$ cat src/hw/rtl/hover_height_pid_macros.svh
// ----------------------------------------------------------------------------
// Hover height PID assertion macros
// Concurrent assertion helpers used by the hover height PID RTL.
// ----------------------------------------------------------------------------
`ifndef HOVER_HEIGHT_PID_MACROS_SVH
`define HOVER_HEIGHT_PID_MACROS_SVH

`ifndef SYNTHESIS
// Same-cycle implication, disabled while reset is asserted.
`define HHP_ASSERT_IMPLIES(lbl, clk, rst, ante, cons, msg) \
  lbl: assert property (@(posedge clk) disable iff (rst) (ante) |-> (cons)) else $error(msg);
// Next-cycle implication, disabled while reset is asserted.
`define HHP_ASSERT_NEXT(lbl, clk, rst, ante, cons, msg) \
  lbl: assert property (@(posedge clk) disable iff (rst) (ante) |=> (cons)) else $error(msg);
`else
`define HHP_ASSERT_IMPLIES(lbl, clk, rst, ante, cons, msg)
`define HHP_ASSERT_NEXT(lbl, clk, rst, ante, cons, msg)
`endif

`endif

$ cat src/hw/rtl/hhp_pkg.sv
// ----------------------------------------------------------------------------
// Hover height PID package
// Types and fixed constants of the hover height PID regulator.
// ----------------------------------------------------------------------------
package hhp_pkg;

  // Controller sequence.
  typedef enum logic [3:0] {
    ST_IDLE,
    ST_READ,
    ST_EDT,
    ST_INTEG,
    ST_DIV,
    ST_MUL_P,
    ST_MUL_D,
    ST_MUL_I,
    ST_SUM,
    ST_OUT
  } state_t;

  // Configuration register indexes.
  typedef enum logic [1:0] {
    REG_KP     = 2'd0,
    REG_KI     = 2'd1,
    REG_KD     = 2'd2,
    REG_TARGET = 2'd3
  } reg_index_t;

  localparam logic [15:0] KP_RESET     = 16'd9600;
  localparam logic [15:0] KI_RESET     = 16'd800;
  localparam logic [15:0] KD_RESET     = 16'd2400;
  localparam logic [15:0] TARGET_RESET = 16'd9600;

  localparam int ERR_W   = 17;
  localparam int INTEG_W = 26;

  // +/-200.0 in Q9.16.
  localparam logic signed [INTEG_W-1:0] INTEGRAL_LIMIT = 26'sd13107200;

  // Timesteps below this code give a zero derivative.
  localparam logic [15:0] DT_MIN = 16'd7;

  // Divider: 34-bit dividend, two quotient bits per cycle.
  localparam int DIV_BITS   = 34;
  localparam int DIV_STEPS  = 2;
  localparam int DIV_CYCLES = DIV_BITS / DIV_STEPS;
  localparam int DIV_CNT_W  = 5;

endpackage

$ cat src/hw/rtl/hover_height_pid.sv
// ----------------------------------------------------------------------------
// Hover height PID regulator
// Multi-point PID lift controller with clamped integral and state in RAM.
// ----------------------------------------------------------------------------
// A ground hit with a timestep of 7 codes or more steps through READ, EDT,
// INTEG, DIV, MUL_P, MUL_D, MUL_I, SUM and OUT; a smaller timestep skips DIV,
// and a miss or an unused point goes from READ straight to OUT. The divider
// for the derivative, two quotient bits per cycle, runs in DIV. A new item is
// taken only in IDLE, after OUT has loaded the result.
// Reset (rst, synchronous) restores the gains and target and clears every
// point's state through per-point valid bits.
`include "hover_height_pid_macros.svh"

module hover_height_pid #(
  parameter int NUM_POINTS = 4
) (
  input  logic        clk,
  input  logic        rst,
  // Input items.
  input  logic        s_axis_tvalid,
  output logic        s_axis_tready,
  // [1:0] point_index, [17:2] measured_height, [33:18] time_step, [39:34] zero
  input  logic [39:0] s_axis_tdata,
  // [0] ground_hit
  input  logic        s_axis_tuser,
  // Result items.
  output logic        m_axis_tvalid,
  input  logic        m_axis_tready,
  // [31:0] lift_force, [33:32] point_echo, [39:34] zero
  output logic [39:0] m_axis_tdata,
  // Configuration writes.
  input  logic        cfg_wr_en,
  input  logic [1:0]  cfg_index,
  input  logic [15:0] cfg_data
);

  import hhp_pkg::*;

  localparam int AW = (NUM_POINTS > 1) ? $clog2(NUM_POINTS) : 1;

  // Configuration registers.
  logic [15:0] kp, ki, kd, target;

  // Control.
  state_t state, state_next;
  logic   s_fire;
  logic   out_load;

  // Item being worked on.
  logic [1:0]    cur_idx;
  logic          cur_hit;
  logic [15:0]   cur_height;
  logic [15:0]   cur_dt;
  logic [AW-1:0] cur_addr;
  logic          in_range;

  // Datapath registers.
  logic signed [ERR_W-1:0]   err;
  logic signed [ERR_W-1:0]   prev_err;
  logic signed [INTEG_W-1:0] integ;
  logic signed [48:0]        prod;
  logic signed [60:0]        acc;
  logic signed [31:0]        deriv;
  logic [15:0]               rem;
  logic [DIV_BITS-1:0]       quo;
  logic [DIV_CNT_W-1:0]      div_cnt;
  logic                      diff_neg;

  // Per-point valid bits: an entry never written reads as zero.
  logic [(2**AW)-1:0] pt_valid;

  // Output register.
  logic [31:0] out_force;
  logic [1:0]  out_echo;

  // RAM ports.
  logic [AW+1:0]        rd_idx_ext;
  logic [AW-1:0]        rd_addr;
  logic                 ram_we;
  logic [INTEG_W-1:0]   integ_wr, integ_rd;
  logic [ERR_W-1:0]     prev_wr, prev_rd;

  // Shared multiplier.
  logic [15:0]        mul_a;
  logic signed [31:0] mul_b;
  logic signed [48:0] mul_p;

  // Combinational datapath values.
  logic signed [27:0]        isum;
  logic signed [27:0]        inc;
  logic signed [INTEG_W-1:0] integ_clamped;
  logic signed [17:0]        diff;
  logic [16:0]               diff_mag;
  logic [15:0]               rem_step;
  logic [DIV_BITS-1:0]       quo_step;
  logic                      dt_small;
  logic [31:0]               force_val;

  assign s_fire   = s_axis_tvalid && s_axis_tready;
  assign s_axis_tready = (state == ST_IDLE);
  assign out_load = (state == ST_OUT) && (!m_axis_tvalid || m_axis_tready);
  assign dt_small = (cur_dt < DT_MIN);

  assign m_axis_tdata = {6'd0, out_echo, out_force};

  // Point index widened, then cut to the RAM address width.
  assign rd_idx_ext  = {{AW{1'b0}}, s_axis_tdata[1:0]};
  assign rd_addr     = rd_idx_ext[AW-1:0];

  // ---------------------------------------------------------------------------
  // State memories: clamped integral (Q9.16) and previous error (Q10.6).
  // Only one item is in flight, and its write-back lands before the next
  // item's read, so no item uses an entry read while it was being written.
  // ---------------------------------------------------------------------------
  assign ram_we   = out_load && in_range;
  assign integ_wr = cur_hit ? integ : '0;
  assign prev_wr  = cur_hit ? err : {1'b0, target};

  hhp_ram #(
    .WIDTH (INTEG_W),
    .DEPTH (NUM_POINTS)
  ) u_integ_ram (
    .clk     (clk),
    .wr_en   (ram_we),
    .wr_addr (cur_addr),
    .wr_data (integ_wr),
    .rd_addr (rd_addr),
    .rd_data (integ_rd)
  );

  hhp_ram #(
    .WIDTH (ERR_W),
    .DEPTH (NUM_POINTS)
  ) u_prev_ram (
    .clk     (clk),
    .wr_en   (ram_we),
    .wr_addr (cur_addr),
    .wr_data (prev_wr),
    .rd_addr (rd_addr),
    .rd_data (prev_rd)
  );

  // ---------------------------------------------------------------------------
  // One 16-bit unsigned by 32-bit signed multiplier serves e*dt and the three PID terms.
  // ---------------------------------------------------------------------------
  always_comb begin
    mul_a = cur_dt;
    mul_b = $signed({{15{err[ERR_W-1]}}, err});
    unique case (state)
      ST_MUL_P: mul_a = kp;
      ST_MUL_D: begin
        mul_a = kd;
        mul_b = deriv;
      end
      ST_MUL_I: begin
        mul_a = ki;
        mul_b = $signed({{6{integ[INTEG_W-1]}}, integ});
      end
      default: begin
        mul_a = cur_dt;
      end
    endcase
  end

  assign mul_p = $signed({1'b0, mul_a}) * mul_b;

  // Integral update: floor(e*dt / 64), add, clamp to +/-200.0.
  always_comb begin
    inc  = $signed(prod[33:6]);
    isum = $signed({{2{integ[INTEG_W-1]}}, integ}) + inc;
    if (isum > 28'(INTEGRAL_LIMIT)) begin
      integ_clamped = INTEGRAL_LIMIT;
    end else if (isum < -(28'(INTEGRAL_LIMIT))) begin
      integ_clamped = -INTEGRAL_LIMIT;
    end else begin
      integ_clamped = isum[INTEG_W-1:0];
    end
  end

  // Error difference for the derivative; its magnitude is divided by dt.
  assign diff     = $signed({err[ERR_W-1], err}) - $signed({prev_err[ERR_W-1], prev_err});
  assign diff_mag = diff[17] ? 17'(-diff) : diff[16:0];

  // Two restoring-division steps per cycle.
  always_comb begin
    logic [16:0] rs;
    logic [15:0] r;
    logic [DIV_BITS-1:0] q;
    r = rem;
    q = quo;
    for (int k = 0; k < DIV_STEPS; k++) begin
      rs = {r, q[DIV_BITS-1]};
      q  = {q[DIV_BITS-2:0], 1'b0};
      if (rs >= {1'b0, cur_dt}) begin
        rs   = rs - {1'b0, cur_dt};
        q[0] = 1'b1;
      end
      r = rs[15:0];
    end
    rem_step = r;
    quo_step = q;
  end

  // Positive sums are truncated to Q28.4 and saturated; the rest give zero.
  always_comb begin
    force_val = '0;
    if (in_range && cur_hit && !acc[60] && (acc != '0)) begin
      force_val = (|acc[60:48]) ? '1 : acc[47:16];
    end
  end

  // ---------------------------------------------------------------------------
  // Sequencer.
  // ---------------------------------------------------------------------------
  always_ff @(posedge clk) begin
    if (rst) begin
      state <= ST_IDLE;
    end else begin
      state <= state_next;
    end
  end

  always_comb begin
    state_next = state;
    unique case (state)
      ST_IDLE: begin
        if (s_fire) begin
          state_next = ST_READ;
        end
      end
      ST_READ: begin
        state_next = (in_range && cur_hit) ? ST_EDT : ST_OUT;
      end
      ST_EDT:   state_next = ST_INTEG;
      ST_INTEG: state_next = dt_small ? ST_MUL_P : ST_DIV;
      ST_DIV: begin
        if (div_cnt == DIV_CNT_W'(DIV_CYCLES - 1)) begin
          state_next = ST_MUL_P;
        end
      end
      ST_MUL_P: state_next = ST_MUL_D;
      ST_MUL_D: state_next = ST_MUL_I;
      ST_MUL_I: state_next = ST_SUM;
      ST_SUM:   state_next = ST_OUT;
      ST_OUT: begin
        if (out_load) begin
          state_next = ST_IDLE;
        end
      end
      default: state_next = ST_IDLE;
    endcase
  end

  // Configuration registers; the user writes only while idle; unchecked here.
  always_ff @(posedge clk) begin
    if (rst) begin
      kp     <= KP_RESET;
      ki     <= KI_RESET;
      kd     <= KD_RESET;
      target <= TARGET_RESET;
    end else if (cfg_wr_en) begin
      unique case (cfg_index)
        REG_KP:     kp     <= cfg_data;
        REG_KI:     ki     <= cfg_data;
        REG_KD:     kd     <= cfg_data;
        REG_TARGET: target <= cfg_data;
        default:    kp     <= kp;
      endcase
    end
  end

  // Control state: valid bits and the output handshake.
  always_ff @(posedge clk) begin
    if (rst) begin
      pt_valid      <= '0;
      m_axis_tvalid <= 1'b0;
    end else begin
      if (ram_we) begin
        pt_valid[cur_addr] <= 1'b1;
      end
      if (out_load) begin
        m_axis_tvalid <= 1'b1;
      end else if (m_axis_tready) begin
        m_axis_tvalid <= 1'b0;
      end
    end
  end

  // Datapath.
  always_ff @(posedge clk) begin
    if (s_fire) begin
      cur_idx    <= s_axis_tdata[1:0];
      cur_height <= s_axis_tdata[17:2];
      cur_dt     <= s_axis_tdata[33:18];
      cur_hit    <= s_axis_tuser;
      cur_addr   <= rd_addr;
      in_range   <= (32'(s_axis_tdata[1:0]) < 32'(NUM_POINTS));
    end

    if (out_load) begin
      out_force <= force_val;
      out_echo  <= cur_idx;
    end

    unique case (state)
      ST_READ: begin
        // Entries never written since reset read as zero.
        integ    <= pt_valid[cur_addr] ? $signed(integ_rd) : '0;
        prev_err <= pt_valid[cur_addr] ? $signed(prev_rd) : '0;
        err      <= $signed({1'b0, target}) - $signed({1'b0, cur_height});
      end
      ST_EDT: begin
        prod     <= mul_p;
        diff_neg <= diff[17];
        rem      <= '0;
        quo      <= {1'b0, diff_mag, 16'd0};
        div_cnt  <= '0;
      end
      ST_INTEG: begin
        integ <= integ_clamped;
      end
      ST_DIV: begin
        rem     <= rem_step;
        quo     <= quo_step;
        div_cnt <= div_cnt + 1'b1;
      end
      ST_MUL_P: begin
        prod <= mul_p;
        if (dt_small) begin
          deriv <= '0;
        end else begin
          deriv <= diff_neg ? $signed(32'd0 - quo[31:0]) : $signed(quo[31:0]);
        end
      end
      ST_MUL_D: begin
        acc  <= $signed({{2{prod[48]}}, prod, 10'd0});
        prod <= mul_p;
      end
      ST_MUL_I: begin
        acc  <= acc + $signed({{2{prod[48]}}, prod, 10'd0});
        prod <= mul_p;
      end
      ST_SUM: begin
        acc <= acc + $signed({{12{prod[48]}}, prod});
      end
      default: begin
        div_cnt <= div_cnt;
      end
    endcase
  end

  // ---------------------------------------------------------------------------
  // Assertions.
  // ---------------------------------------------------------------------------
  `HHP_ASSERT_NEXT(a_accept_reads, clk, rst, s_fire, state == ST_READ, "accept did not start a read")
  `HHP_ASSERT_IMPLIES(a_integ_clamped, clk, rst, state == ST_MUL_P, (integ <= INTEGRAL_LIMIT) && (integ >= -INTEGRAL_LIMIT), "integral outside clamp")
  `HHP_ASSERT_IMPLIES(a_div_count, clk, rst, state == ST_DIV, div_cnt < DIV_CNT_W'(DIV_CYCLES), "divider overran")
  `HHP_ASSERT_NEXT(a_miss_zero, clk, rst, out_load && !(in_range && cur_hit), m_axis_tvalid && (out_force == '0), "miss gave nonzero force")

endmodule

$ cat src/hw/rtl/hhp_ram.sv
// ----------------------------------------------------------------------------
// Hover height PID RAM
// Simple dual-port RAM with one write port and a registered read port.
// ----------------------------------------------------------------------------
module hhp_ram #(
  parameter int WIDTH = 8,
  parameter int DEPTH = 4
) (
  input  logic                                     clk,
  input  logic                                     wr_en,
  input  logic [(DEPTH > 1 ? $clog2(DEPTH) : 1)-1:0] wr_addr,
  input  logic [WIDTH-1:0]                         wr_data,
  input  logic [(DEPTH > 1 ? $clog2(DEPTH) : 1)-1:0] rd_addr,
  output logic [WIDTH-1:0]                         rd_data
);

  logic [WIDTH-1:0] mem [DEPTH];

  always_ff @(posedge clk) begin
    if (wr_en) begin
      mem[wr_addr] <= wr_data;
    end
    rd_data <= mem[rd_addr];
  end

endmodule
$ cat config.mk
export PLATFORM = sky130hd
export DESIGN_NAME = hover_height_pid
export DESIGN_NICKNAME = d
export VERILOG_FILES = /design/src/hw/rtl/hhp_pkg.sv /design/src/hw/rtl/hover_height_pid.sv /design/src/hw/rtl/hhp_ram.sv
export VERILOG_INCLUDE_DIRS = /design/src /design/src/hw/rtl
export SDC_FILE = /design/constraint.sdc
export NUM_CORES = 2
export LEC_CHECK = 0
export BUFFER_PORTS_ARGS = -buffer_cell sky130_fd_sc_hd__clkbuf_2
export CORE_MARGIN = 2
export CORE_UTILIZATION = 54
export DETAILED_ROUTE_END_ITERATION = 12
export PLACE_DENSITY_LB_ADDON = 0.08
export SLEW_MARGIN = 10
export SYNTH_ARGS = -nofsm -noshare
export SYNTH_HDL_FRONTEND = slang
export SYNTH_HIERARCHICAL = 1
export SYNTH_SLANG_ARGS = --single-unit
$ cat constraint.sdc
create_clock -name clk -period 26.2 [get_ports clk]
set_input_delay 5.24 -clock clk [delete_from_list [all_inputs] [get_ports clk]]
set_output_delay 5.24 -clock clk [all_outputs]
set_load 0.1 [all_outputs]
# ---- After elaboration in Yosys (flattened, before gate mapping)
# Memory sizes are Yosys's and may differ from the RTL's. A register that Yosys moved wholly into a read port is not among the register bits.
# Cells that the tools add are included.
dict set report totals {
  ramBits 172
  out_inout_bits 42
  n_memories 2
  regBits 400
  latch_bits 0
  inputBits 64
  elab_cells 115
  romBits 0
}
dict set report op_classes {
  mul 1
  n_eq_ne 16
  div_mod_pow 0
  shift 0
  bitwise 1
  add_sub_neg 10
  n_lt_le_gt_ge 7
  reduce_logical 22
  muxes 33
}
# name words word_bits read_ports rd_clocked_by_memory_dff wr line
set mem_list {}
lappend mem_list {u_integ_ram.mem 4 26 1 1 1 hhp_ram.sv:17} ;# logic [WIDTH-1:0] mem [DEPTH];
lappend mem_list {u_prev_ram.mem 4 17 1 1 1 hhp_ram.sv:17}
# operator n
set ops {}
lappend ops {{61-bit case mux with 3 select lines} 1}
lappend ops {{26-bit 2-to-1 mux} 4}
lappend ops {{34-bit case mux with 2 select lines} 1}
lappend ops {{32-bit 2-to-1 mux} 2}
lappend ops {{32-bit case mux with 2 select lines} 1}
lappend ops {{61-bit by 49-bit adder with 61-bit output} 1}
lappend ops {{61-bit by 59-bit adder with 61-bit output} 1}
lappend ops {{61-bit nonzero test} 1}
lappend ops {{26-bit case mux with 2 select lines} 1}
lappend ops {{17-bit by 32-bit multiplier with 49-bit output} 1}
lappend ops {{16-bit case mux with 3 select lines} 1}
lappend ops {{4-bit case mux with 10 select lines} 1}
lappend ops {{17-bit by 16-bit >= comparator with 1-bit output} 2}
lappend ops {{17-bit 2-to-1 mux} 2}
lappend ops {{16-bit 2-to-1 mux} 2}
lappend ops {{16-bit case mux with 2 select lines} 1}
lappend ops {{1-bit by 32-bit subtractor with 32-bit output (first input constant)} 1}
lappend ops {{16-bit subtractor} 2}
lappend ops {{26-bit by 28-bit adder with 28-bit output} 1}
lappend ops {{28-bit by 25-bit greater-than comparator with 1-bit output (second input constant)} 1}
lappend ops {{28-bit by 25-bit less-than comparator with 1-bit output (second input constant)} 1}
lappend ops {{17-bit by 17-bit subtractor with 18-bit output} 1}
lappend ops {{17-bit negator} 1}
lappend ops {{16-bit by 16-bit subtractor with 17-bit output} 1}
lappend ops {{other kinds (30)} 58}

# ---- Logic depth before layout (Yosys ltp)
dict set report logic_depth {
  ltp_word 5
  ltp_mapped 33
  ltp_nobuf 29
}

# ---- Hierarchy
# The synthesis kept the hierarchy.
# module seq_area_each_um2 area_each_um2 cells_each instances
set by_module_without_submodules {}
lappend by_module_without_submodules {hover_height_pid 11280.8 45961.6 5157 1}
lappend by_module_without_submodules {{hhp_ram at u_integ_ram} 3643.5 4349.2 166 1}
lappend by_module_without_submodules {{hhp_ram at u_prev_ram} 2382.3 2864.0 110 1}

# ---- Least setup slack after synthesis
# No wires, ideal clock.
dict set report synth_timing {
  kind {in2reg}
  start {in m_axis_tready}
  end {mem u_integ_ram/mem[0][0] (netlist bit) (enable)}
  t_arrival_ns 9.310
  path_buffers 0
  path_stages 3
  t_required_ns 25.753
  setup_ns 0.447
  setup_slack_ns 16.443
  path_cell_list {nand2b_1 > nor2b_1 > nor3b_1}
}
dict set report synth_via {
  elab_chain_len 4
}
# element line
set synth_lines {}
lappend synth_lines {{from (decl)} hover_height_pid.sv:28} ;# input logic m_axis_tready,
lappend synth_lines {{1-bit logical OR} hover_height_pid.sv:101} ;# assign out_load = (state == ST_OUT) && (!m_axis_tvalid || m_axis_tready);
lappend synth_lines {{1-bit logical AND} hover_height_pid.sv:101}
lappend synth_lines {{via out_load} hover_height_pid.sv:47} ;# logic out_load;
lappend synth_lines {{1-bit 2-to-1 mux} hhp_ram.sv:20} ;# if (wr_en) begin
lappend synth_lines {{1-bit 2-to-1 mux (implied by the code)} hhp_ram.sv:21} ;# mem[wr_addr] <= wr_data;
lappend synth_lines {{to (decl)} hhp_ram.sv:17}
# The timed path passes the listed nets, and every way through them passes these cells.

# ---- Final worst setup path
dict set report layout_timing {
  start {reg state[2]}
  end {reg prod[47] (data pin)}
}
dict set report layout_via {
  elab_chain_len 3
  word_cells_on_any_way 6
  classes_between {mul: 1; eq/ne: 3; mux: 2}
}
# element line
set layout_lines {}
lappend layout_lines {{from (decl)} hover_height_pid.sv:45} ;# state_t state, state_next;
lappend layout_lines {{from (signal assigned)} hover_height_pid.sv:219} ;# state <= state_next;
lappend layout_lines {{4-bit by 3-bit equality test with 1-bit output} hover_height_pid.sv:149} ;# unique case (state)
lappend layout_lines {{16-bit case mux with 3 select lines or 32-bit case mux with 2 select lines (tied branches)} hover_height_pid.sv:149}
lappend layout_lines {{17-bit by 32-bit multiplier with 49-bit output *} hover_height_pid.sv:165} ;# assign mul_p = $signed({1'b0, mul_a}) * mul_b;
lappend layout_lines {{via mul_p[47]} hover_height_pid.sv:86} ;# logic signed [48:0] mul_p;
lappend layout_lines {{to (signal assigned)} hover_height_pid.sv:313} ;# prod <= mul_p;
lappend layout_lines {{to (signal assigned)} hover_height_pid.sv:328} ;# prod <= mul_p;
lappend layout_lines {{to (signal assigned)} hover_height_pid.sv:337} ;# prod <= mul_p;
lappend layout_lines {{to (decl)} hover_height_pid.sv:61} ;# logic signed [48:0] prod;
# Mark *: on every way through the listed nets, which the timed path passes. The rest lies on a longest branch.
# A chain may end at the register's enable or synchronous reset.

==> run_results.csv <==
group,metric,value,unit
synthesis,synth-edff-count,499,
synthesis,synth_cell_types,94,
global_routing,grt_pass1_vias,39900,
routing,num_vias,39900,
clocking,root_buffer,"clkbuf_16",
synthesis,synthCells,5433,
timing,fin_setup_tns,0,ns
routing,avgRoutedWirePerCell,21.9,um
synthesis,synth.area.top_cells,"edfxtp_1 28%, fa_1 19%, ha_1 7.6%",
floorplanning,dieWidth,318,um
run_status,outcome,"complete, no violations",
synthesis,synth-seq-cells,615,
synthesis,synth_compound_area_share,13.0,%
floorplanning,core_area,98000,um^2
clocking,clock_path_buffers,3,
clocking,clk-insertion-delay-late,0.66,ns
synthesis,ys_seq_area_share,32.5,%
critical_path,worst_path_largest_cell_delay,0.83,ns
routing,vias_per_cell,5.88,
routing,drc_errors,0,
global_routing,antenna_found_initial,7,
finish,finalNetCount,6308,
clocking,numCtsBuffers,73,
synthesis,yosysMostFrequentCell,"inv_1",
synthesis,synth_flop_cell,"edfxtp_1",
global_routing,grt_max_degree,74,
critical_path,crit_top_cell,"fa_1",
synthesis,synth_top_family_by_area,"adder cells",
synthesis,synth_top_cell_area_share,28.2,%
synthesis,yosys_warnings,6,
timing,fin_ws,15.72,ns
flow_run,maxCapViolCount,0,
finish,drive_gt1_share,7.36,%
clocking,holdBufCountCts,0,
floorplanning,ios,106,
timing,hold_violations,0,
synthesis,syn-cell-area,53200,um^2
synthesis,synth_xor_xnor_area_share,4.15,%
place,pre_cts_ws,15.95,ns
floorplanning,rows,115,
global_routing,grt_overflow_total,0,
synthesis,ys_top_cells_by_count,"708 x inv_1, 608 x nand2_1, 499 x edfxtp_1, 496 x fa_1, 494 x nor2_1",
routing,ant_nets,0,
floorplanning,die_h,318,um
timing,fmax,0.0955,GHz
place,place_congestion,0.915,
global_routing,grt_usage,29.9,%
finish,diodes,0,
critical_path,crit_path_end_kind,"flop",
clocking,cts_tree,"built",
synthesis,synthMuxAreaShare,3.44,%
clocking,path_clk_slew,0.06,ns
timing,maxSlewHeadroom,22.8,%
critical_path,cp-start-kind,"flop",
synthesis,yosys.area_share.simple,13.8,%
critical_path,required,26.57,ns
place,hpwl,110000,um
timing,final-setup-viol-count,0,
floorplanning,start_util,54.3,%
timing,rsz0062_at_grt,"false",
timing,min_period_over_period,40.0,%
synthesis,yosysTopAreaCell,"edfxtp_1",
floorplanning,dieArea,101000,um^2
global_routing,grt_pass1_wl,233000,um
synthesis,syn-mean-instance-area,9.79,um^2
critical_path,path_buf_inv,5,
critical_path,cp_slowest_cell,"o21ai_1",
critical_path,crit_type,"reg -> reg",
clocking,htreeDepth,3,
routing,firstDrtPassIters,6,
routing,drtIter0Drc,3465,
critical_path,critPathTopFamily,"adder cells",
timing,slew_violations,0,
place,placement.io_buffers,93,
critical_path,crit_fanout,51,
clocking,cts_setup_buffers,0,
clocking,clock-sinks,615,
synthesis,async_flop_share,0,%
timing,tightest_slew,1.16,ns
finish,area_growth_syn_to_layout,7.87,%
synthesis,synth_fa_ha_area_share,26.2,%
clocking,ctsResizeCount,0,
min_path,min_path_type,"reg -> reg",
critical_path,crit_arrival,10.85,ns
routing,drt-total-wl,149000,um
timing,fin_worst_skew,0.0326,ns
timing,fin_crit,10.48,ns
==> worst paths after layout <==
| check | from | end | cells past startpoint | slack [ns] |
|---|---|---|---|---|
| setup / recovery | state[2] | prod[47] | 27 | 15.72 |
| hold / removal | pt_valid[0] | pt_valid[0] | 2 | 0.45 |
| setup reg to reg | state[2] | prod[47] | 27 | 15.72 |
| hold reg to reg | pt_valid[0] | pt_valid[0] | 2 | 0.45 |
==> logic make-up (layout without fill, tap and decap cells) <==
group                      Yosys count  after routing
buffers and inverters              943            992
other                                1              6
xor gates and xnor gates           252            252
AOI/OAI and AO/OA                 1068           1068
adders and majority gates          817            817
and+or+nand+nor                   1618           1618
muxes                              119            119
DFF                                615            615
==> tightest hold or removal path, stage by stage, from the launching register on <==
cell     delay, ns
dfxtp_1       0.31
inv_1         0.05
a21oi_1       0.05
==> metrics by stage <==
step                      hold slack [ns]  instance area (um^2)  cells  utilization [%]
after global placement              0.432                 54900   6639             56.0
after floorplan                     0.423                 53200   5438                -
after global routing                0.467                 57400   6774             58.5
after detailed placement            0.441                 54900   6639             56.0
final                               0.449                 57400   6774             58.5
after CTS                           0.451                 57400   6774             58.5
==> final cells by class <==
class	instances	area, um^2
fill	8561	40600
multi-input combinational	3880	32400
sequential	615	17300
inverter	708	2660
clock buffer	100	2150
tap	1287	1610
timing repair buffer	149	886
clock inverter	35	325
==> metal layers <==
| metal | global-route usage (%) | part of all wire (%) | wire length (um) |
|---|---|---|---|
| met5 | 0 | 0 | 0 |
| met4 | 10.1 | 3.6 | 5290 |
| met3 | 4.56 | 7.3 | 10900 |
| met2 | 48.0 | 46 | 67800 |
| met1 | 41.6 | 44 | 64700 |
==> layout by cell type (no fill, tap or decap), drive strengths merged, types with 19 or more instances in the layout <==
cell / instances
a211oi: 29
and3: 47
nor3: 54
mux2i: 42
o21ai: 241
nor4: 30
and2: 77
nor2b: 54
a22oi: 30
xnor2: 135
dfxtp: 116
o21a: 98
fa: 496
mux2: 33
a21oi: 290
nand3b: 20
edfxtp: 499
mux4: 44
o211ai: 25
clkbuf: 192
nand2: 608
a21o: 103
ha: 321
nand4: 34
nand3: 65
nand2b: 53
buf: 57
xor2: 117
nor2: 495
o221ai: 19
or3: 22
a31oi: 38
inv: 713
clkinv: 22
o31ai: 22
o21bai: 20
==> registers in the layout, indices dropped and copies added, names as in the netlist, 5 cells and up <==
register             flops
u_integ_ram/mem        104
u_prev_ram/mem          68
acc                     61
prod                    49
quo                     34
deriv                   32
out_force               32
integ                   26
u_integ_ram/rd_data     26
err                     17
prev_err                17
u_prev_ram/rd_data      17
cur_dt                  16
cur_height              16
kd                      16
ki                      16
kp                      16
rem                     16
target                  16
div_cnt                  5
Power is left out: the tool's default activity adds up to more than one toggle a clock period on the data nets, which glitch-free logic cannot reach.
